`config.mk`:
```
export PLATFORM = sky130hd
export DESIGN_NAME = ncwu_front
export DESIGN_NICKNAME = d
export VERILOG_FILES = /design/src/design/ncwu_pkg.sv /design/src/design/ncwu_front.sv
export SDC_FILE = /design/constraint.sdc
export NUM_CORES = 1
export LEC_CHECK = 0
export ABC_AREA = 1
export BUFFER_PORTS_ARGS = -buffer_cell sky130_fd_sc_hd__buf_4
export CAP_MARGIN = 20
export CORE_ASPECT_RATIO = 1.2
export CORE_MARGIN = 2
export CORE_UTILIZATION = 59
export CTS_CLUSTER_SIZE = 14
export DETAILED_ROUTE_END_ITERATION = 8
export PLACE_DENSITY = 0.95
export SETUP_SLACK_MARGIN = 0.15
export SYNTH_ARGS = -nofsm -noshare
export SYNTH_HDL_FRONTEND = slang
export SYNTH_SLANG_ARGS = --single-unit
```
`constraint.sdc`:
```
create_clock -name clk_i -period 12.2 [get_ports clk_i]
set_input_delay 1.83 -clock clk_i [delete_from_list [all_inputs] [get_ports clk_i]]
set_output_delay 1.83 -clock clk_i [all_outputs]
set_load 0.005 [all_outputs]
```
`src/design/ncwu_pkg.sv`:
```
// ----------------------------------------------------------------------------
// ncwu_pkg: shared types and constants of the net criticality weight update
// Holds the payload structs, register indexes and the front-to-back job type.
// ----------------------------------------------------------------------------
`default_nettype none
package ncwu_pkg;

  localparam int unsigned SlackWidthDef = 32;
  localparam int unsigned CritW         = 17;
  localparam int unsigned WeightW       = 32;
  localparam int unsigned DegW          = 16;
  localparam int unsigned CfgIdxW       = 2;
  localparam int unsigned CfgDataW      = 32;
  localparam int unsigned QueueDepth    = 2;

  localparam logic [CritW-1:0] OneQ16 = 17'h10000;

  localparam logic [CfgIdxW-1:0] RegWorstSlack = 2'd0;
  localparam logic [CfgIdxW-1:0] RegMomentum   = 2'd1;
  localparam logic [CfgIdxW-1:0] RegMaxWeight  = 2'd2;
  localparam logic [CfgIdxW-1:0] RegDegreeLim  = 2'd3;

  typedef struct packed {
    logic signed [SlackWidthDef-1:0] slack_rise;
    logic signed [SlackWidthDef-1:0] slack_fall;
    logic                            pin_in_range;
    logic                            last_pin;
    logic [CritW-1:0]                old_criticality;
    logic [WeightW-1:0]              cur_weight;
    logic [DegW-1:0]                 net_degree;
  } ncwu_in_t;

  typedef struct packed {
    logic [CritW-1:0]                new_criticality;
    logic [WeightW-1:0]              upd_weight;
    logic signed [SlackWidthDef-1:0] worst_pin_slack;
  } ncwu_out_t;

  // One finished net handed from front to back
  typedef struct packed {
    logic signed [SlackWidthDef-1:0] worst_pin_slack;
    logic [CritW-1:0]                crit;
    logic [WeightW-1:0]              weight;
    logic                            high_degree;
  } ncwu_job_t;

endpackage
`default_nettype wire

```
`src/design/ncwu_front.sv`:
```
// ----------------------------------------------------------------------------
// ncwu_front: pin stream front end
// Tracks the running minimum slack and pushes one job per net into a queue.
// ----------------------------------------------------------------------------
`default_nettype none
module ncwu_front
  import ncwu_pkg::*;
(
  input  wire logic      clk_i,
  input  wire logic      rst_ni,
  input  wire logic      in_valid,
  output logic           in_stall,
  input  wire ncwu_in_t  in_data_i,
  input  wire logic [DegW-1:0] degree_limit_i,
  output logic           job_valid_o,
  input  wire logic      job_pop_i,
  output ncwu_job_t      job_o
);

  localparam int unsigned SlackWidth = SlackWidthDef;
  localparam logic signed [SlackWidth-1:0] MaxPos = {1'b0, {(SlackWidth-1){1'b1}}};

  logic signed [SlackWidth-1:0] min_q, min_d;
  ncwu_job_t                    mem_q [QueueDepth];
  logic                         wptr_q, rptr_q;
  logic [1:0]                   cnt_q;
  logic                         acc, push;
  logic signed [SlackWidth-1:0] pin_min, cur_min;

  assign in_stall = (cnt_q == 2'(QueueDepth));
  assign acc      = in_valid && !in_stall;
  assign push     = acc && in_data_i.last_pin;

  // Pick the worse of rise and fall, fold into the running minimum
  always_comb begin
    pin_min = (in_data_i.slack_rise < in_data_i.slack_fall) ?
              in_data_i.slack_rise : in_data_i.slack_fall;
    cur_min = min_q;
    if (in_data_i.pin_in_range && (pin_min < min_q)) cur_min = pin_min;
    min_d = min_q;
    if (acc) min_d = in_data_i.last_pin ? MaxPos : cur_min;
  end

  always_ff @(posedge clk_i or negedge rst_ni) begin
    if (!rst_ni) begin
      min_q  <= MaxPos;
      wptr_q <= 1'b0;
      rptr_q <= 1'b0;
      cnt_q  <= '0;
    end else begin
      min_q <= min_d;
      if (push) wptr_q <= ~wptr_q;
      if (job_pop_i) rptr_q <= ~rptr_q;
      cnt_q <= cnt_q + 2'(push) - 2'(job_pop_i);
    end
  end

  // Queue storage
  always_ff @(posedge clk_i) begin
    if (push) begin
      mem_q[wptr_q].worst_pin_slack <= cur_min;
      mem_q[wptr_q].crit            <= in_data_i.old_criticality;
      mem_q[wptr_q].weight          <= in_data_i.cur_weight;
      mem_q[wptr_q].high_degree     <= in_data_i.net_degree > degree_limit_i;
    end
  end

  assign job_valid_o = (cnt_q != '0);
  assign job_o       = mem_q[rptr_q];

endmodule
`default_nettype wire

```
==> impl_metrics.py <==
metrics = {
    "routing": {
        "drt-pass1-iter-count": 6,
        "postRouteAntennaNets": 0,
        "drt_wl_total_um": 22700,
        "vias": 7576,
        "route.detailed.drc": 0,
        "wl_per_cell_um": 16.2,
        "viasPerCell": 5.41,
        "drtIter0Drc": 565,
    },
    "power_and_ir_drop": {
        "p_leak_uw": 0.00596,
        "p_comb_share_pct": 37.3,
        "net-switching-power_uw": 928,
        "swShare_pct": 35.3,
        "power_frac_clock_pct": 21.8,
        "power_frac_seq_pct": 40.9,
        "ir_drop_v": 0.000127,
        "powerDensity_mw_per_mm2": 201,
        "p_int_uw": 1700,
    },
    "synth": {
        "synth_seq_cells": 200,
        "synthesis.area_mm2": 0.0105,
        "synth.avg_cell_area_um2": 11.2,
        "synth_cell_types": 37,
        "synth_largest_area_cell": "edfxtp_1",
        "yosysWarnings": 0,
        "synth_cells": 943,
        "synth.area.top_cells": "edfxtp_1, ha_1, mux2_2, dfstp_2, nand2_1",
        "synth_top_area_share_pct": 46.8,
        "synth_fp_nets": 1174,
        "yosysSeqAreaShare_pct": 55.7,
    },
    "clock_tree": {
        "cts_max_level": 4,
        "cts-resized-gates": 0,
        "numCtsBuffers": 17,
        "clkLatencyLatePin_ps": 430,
        "cts.root.buffer_cell": "clkbuf_16",
        "post-cts-setup-buffers": 0,
        "cts_hold_buf": 0,
        "clkTransAtPathRegs_ps": 80,
        "numClockSinks": 200,
        "cts_tree": "built",
        "cts_max_path_buffers": 2,
    },
    "final_layout": {
        "layout.nets": 1398,
        "area_growth_pct": 24.1,
        "num_antenna_cells": 0,
        "drive_gt1_share_pct": 35.6,
    },
    "critical_path": {
        "worstPathMaxFanout": 42,
        "path_buf_inv": 3,
        "cp_data_required_time_ps": 12380,
        "critical_path.top_delay_family": "simple AND/OR/NAND/NOR gates",
        "r2r_start": "min_q[25]",
        "critPathKind": "in2reg",
        "critPathArrivalTime_ps": 7070,
        "end_kind": "flip-flop",
        "reg2regPathDepth": 11,
        "crit_path_max_incr_delay_ps": 870,
        "cpMaxStageDelayCell": "nand3_4",
        "critPathLaunch": "in_data_i[72]",
        "r2r_slack_ps": 8260,
        "startpoint_type": "input pin",
        "path_depth": 26,
        "crit_top_cell": "nand2_1",
    },
    "flow_run": {
        "cap_viol_max_count": 0,
    },
    "min_path": {
        "min_from": "min_q[1]",
        "hold_path_class": "reg2reg",
        "hold_path_depth": 4,
    },
    "floorplanning": {
        "rows": 53,
        "start_util_pct": 60.1,
        "dieArea_mm2": 0.0189,
        "die_h_um": 150,
        "core_region_area_mm2": 0.0175,
        "io_pins": 235,
        "die_width_um": 126,
    },
    "sta": {
        "hold_viol": 0,
        "relSlewSlack_pct": 26.0,
        "min_period_ps": 6890,
        "whs_ps": 574,
        "final.setup.worst_slack_ps": 5310,
        "slew_viol_final": 0,
        "grt_setup_unrepaired": "no",
        "worstMarginPinSlew_ps": 1110,
        "finClkSkew_ps": 12.3,
        "clock.fmax_mhz": 145,
        "setup_viol": 0,
        "period_share_pct": 56.5,
        "fin_setup_tns_ps": 0,
    },
    "grt": {
        "grt_max_degree": 84,
        "grt_pass1_vias": 7465,
        "antenna_found_initial": 0,
        "gr-total-overflow": 0,
        "grtUsageTotal_pct": 23.9,
        "grt_pass1_wl_um": 36100,
    },
    "placement": {
        "place_hpwl_um": 16600,
        "place_congestion": 0.845,
        "dp_slack_ps": 4960,
        "port_buffers": 234,
    },
    "status": {
        "outcome": "finished, final reports clean",
    },
}
## sequential cells by signal (all words and copies together) (netlist names)
| signal | flops |
|---|---|
| cnt_q | 2 |
| rptr_q | 1 |
| wptr_q | 1 |
| mem_q | 164 |
| min_q | 32 |
## cell usage after synthesis
cell	number
nand2_4	19
clkbuf_1	24
o21ai_0	36
o211ai_1	1
dfrtp_1	5
o221a_2	1
a21oi_1	34
nand3_1	37
nand4_1	37
dfstp_2	31
nor2_1	19
o21ai_1	3
buf_1	1
o31ai_1	1
xor2_1	3
nor4b_1	1
inv_1	128
ha_1	80
and2_1	1
mux2_2	82
a2111oi_0	1
a31oi_1	1
buf_2	6
nand2_1	197
buf_6	1
nand2_2	4
xnor2_1	1
or2_2	2
inv_2	2
nand3_2	2
o221ai_1	1
o21a_1	3
nand3_4	1
edfxtp_1	164
nor3_1	6
buf_12	2
a211oi_1	5
## cells in the final DEF, fill, tap and decap left out, types with 31 or more instances in the layout
cell,netlist,routed
a21oi_1,34,34
edfxtp_1,164,164
dfstp_2,31,31
mux2_2,82,82
ha_1,80,80
buf_4,0,239
nand4_1,37,37
nand3_1,37,37
o21ai_0,36,36
nand2_1,197,197
inv_1,128,128
## routing by layer
layer	track usage (%)	share of wire [%]
met1	28.5	39
met5	0	0
met3	4.55	5.0
met2	44.0	53
met4	7.25	2.6
## worst min-delay path: cells and delay by family (launching register included)
family	cells	cell delay (ps)
and+or+nand+nor	2	110
buffers and inverters	2	90
DFF	1	370
## through the flow
stage	std cells	power (uW)	area, um^2	utilization (%)
3_3_place_gp	1368	2010	12400	71.1
6_report	1400	2620	13100	74.6
2_1_floorplan	943	1690	10500	-
3_5_place_dp	1368	2060	12400	71.1
5_1_grt	1400	2780	13100	74.6
4_1_cts	1400	2640	13100	74.6
## cell families (layout without fill, tap and decap cells)
kind of cell,Yosys count,count (layout),synth area share [%]
compound gates,87,87,4.52
mux,82,82,8.77
simple gates,326,326,14.8
flops,200,200,55.7
xor+xnor,4,4,0.333
fa+ha+maj,80,80,9.51
buf+inv,164,401,6.30
## power groups by stage
| stage | sequential, uW | clock [uW] | combinational, uW |
|---|---|---|---|
| final | 1070 | 571 | 979 |
| after global placement | 1080 | 0 | 926 |
| after CTS | 1080 | 579 | 981 |
| after global routing | 1090 | 608 | 1080 |
| after detailed placement | 1090 | 0 | 971 |
| after floorplan | 1030 | 0 | 664 |
## worst paths after layout
check / end
worst min register to register: min_q[1]
worst max-delay path: mem_q[1][81]
worst min-delay path: min_q[1]
worst max register to register: mem_q[1][81]
max in group asynchronous: min_q[15]
min in group asynchronous: cnt_q[0]
## area by class of cell
class	count	area [um^2]
Clock buffer	17	425
Timing Repair Buffer	239	1790
Fill cell	1158	4440
Multi-Input combinational cell	579	4020
Inverter	130	488
Sequential cell	200	5870
Tap cell	220	275
Clock inverter	15	196
(Power assumes the default switching activity.)
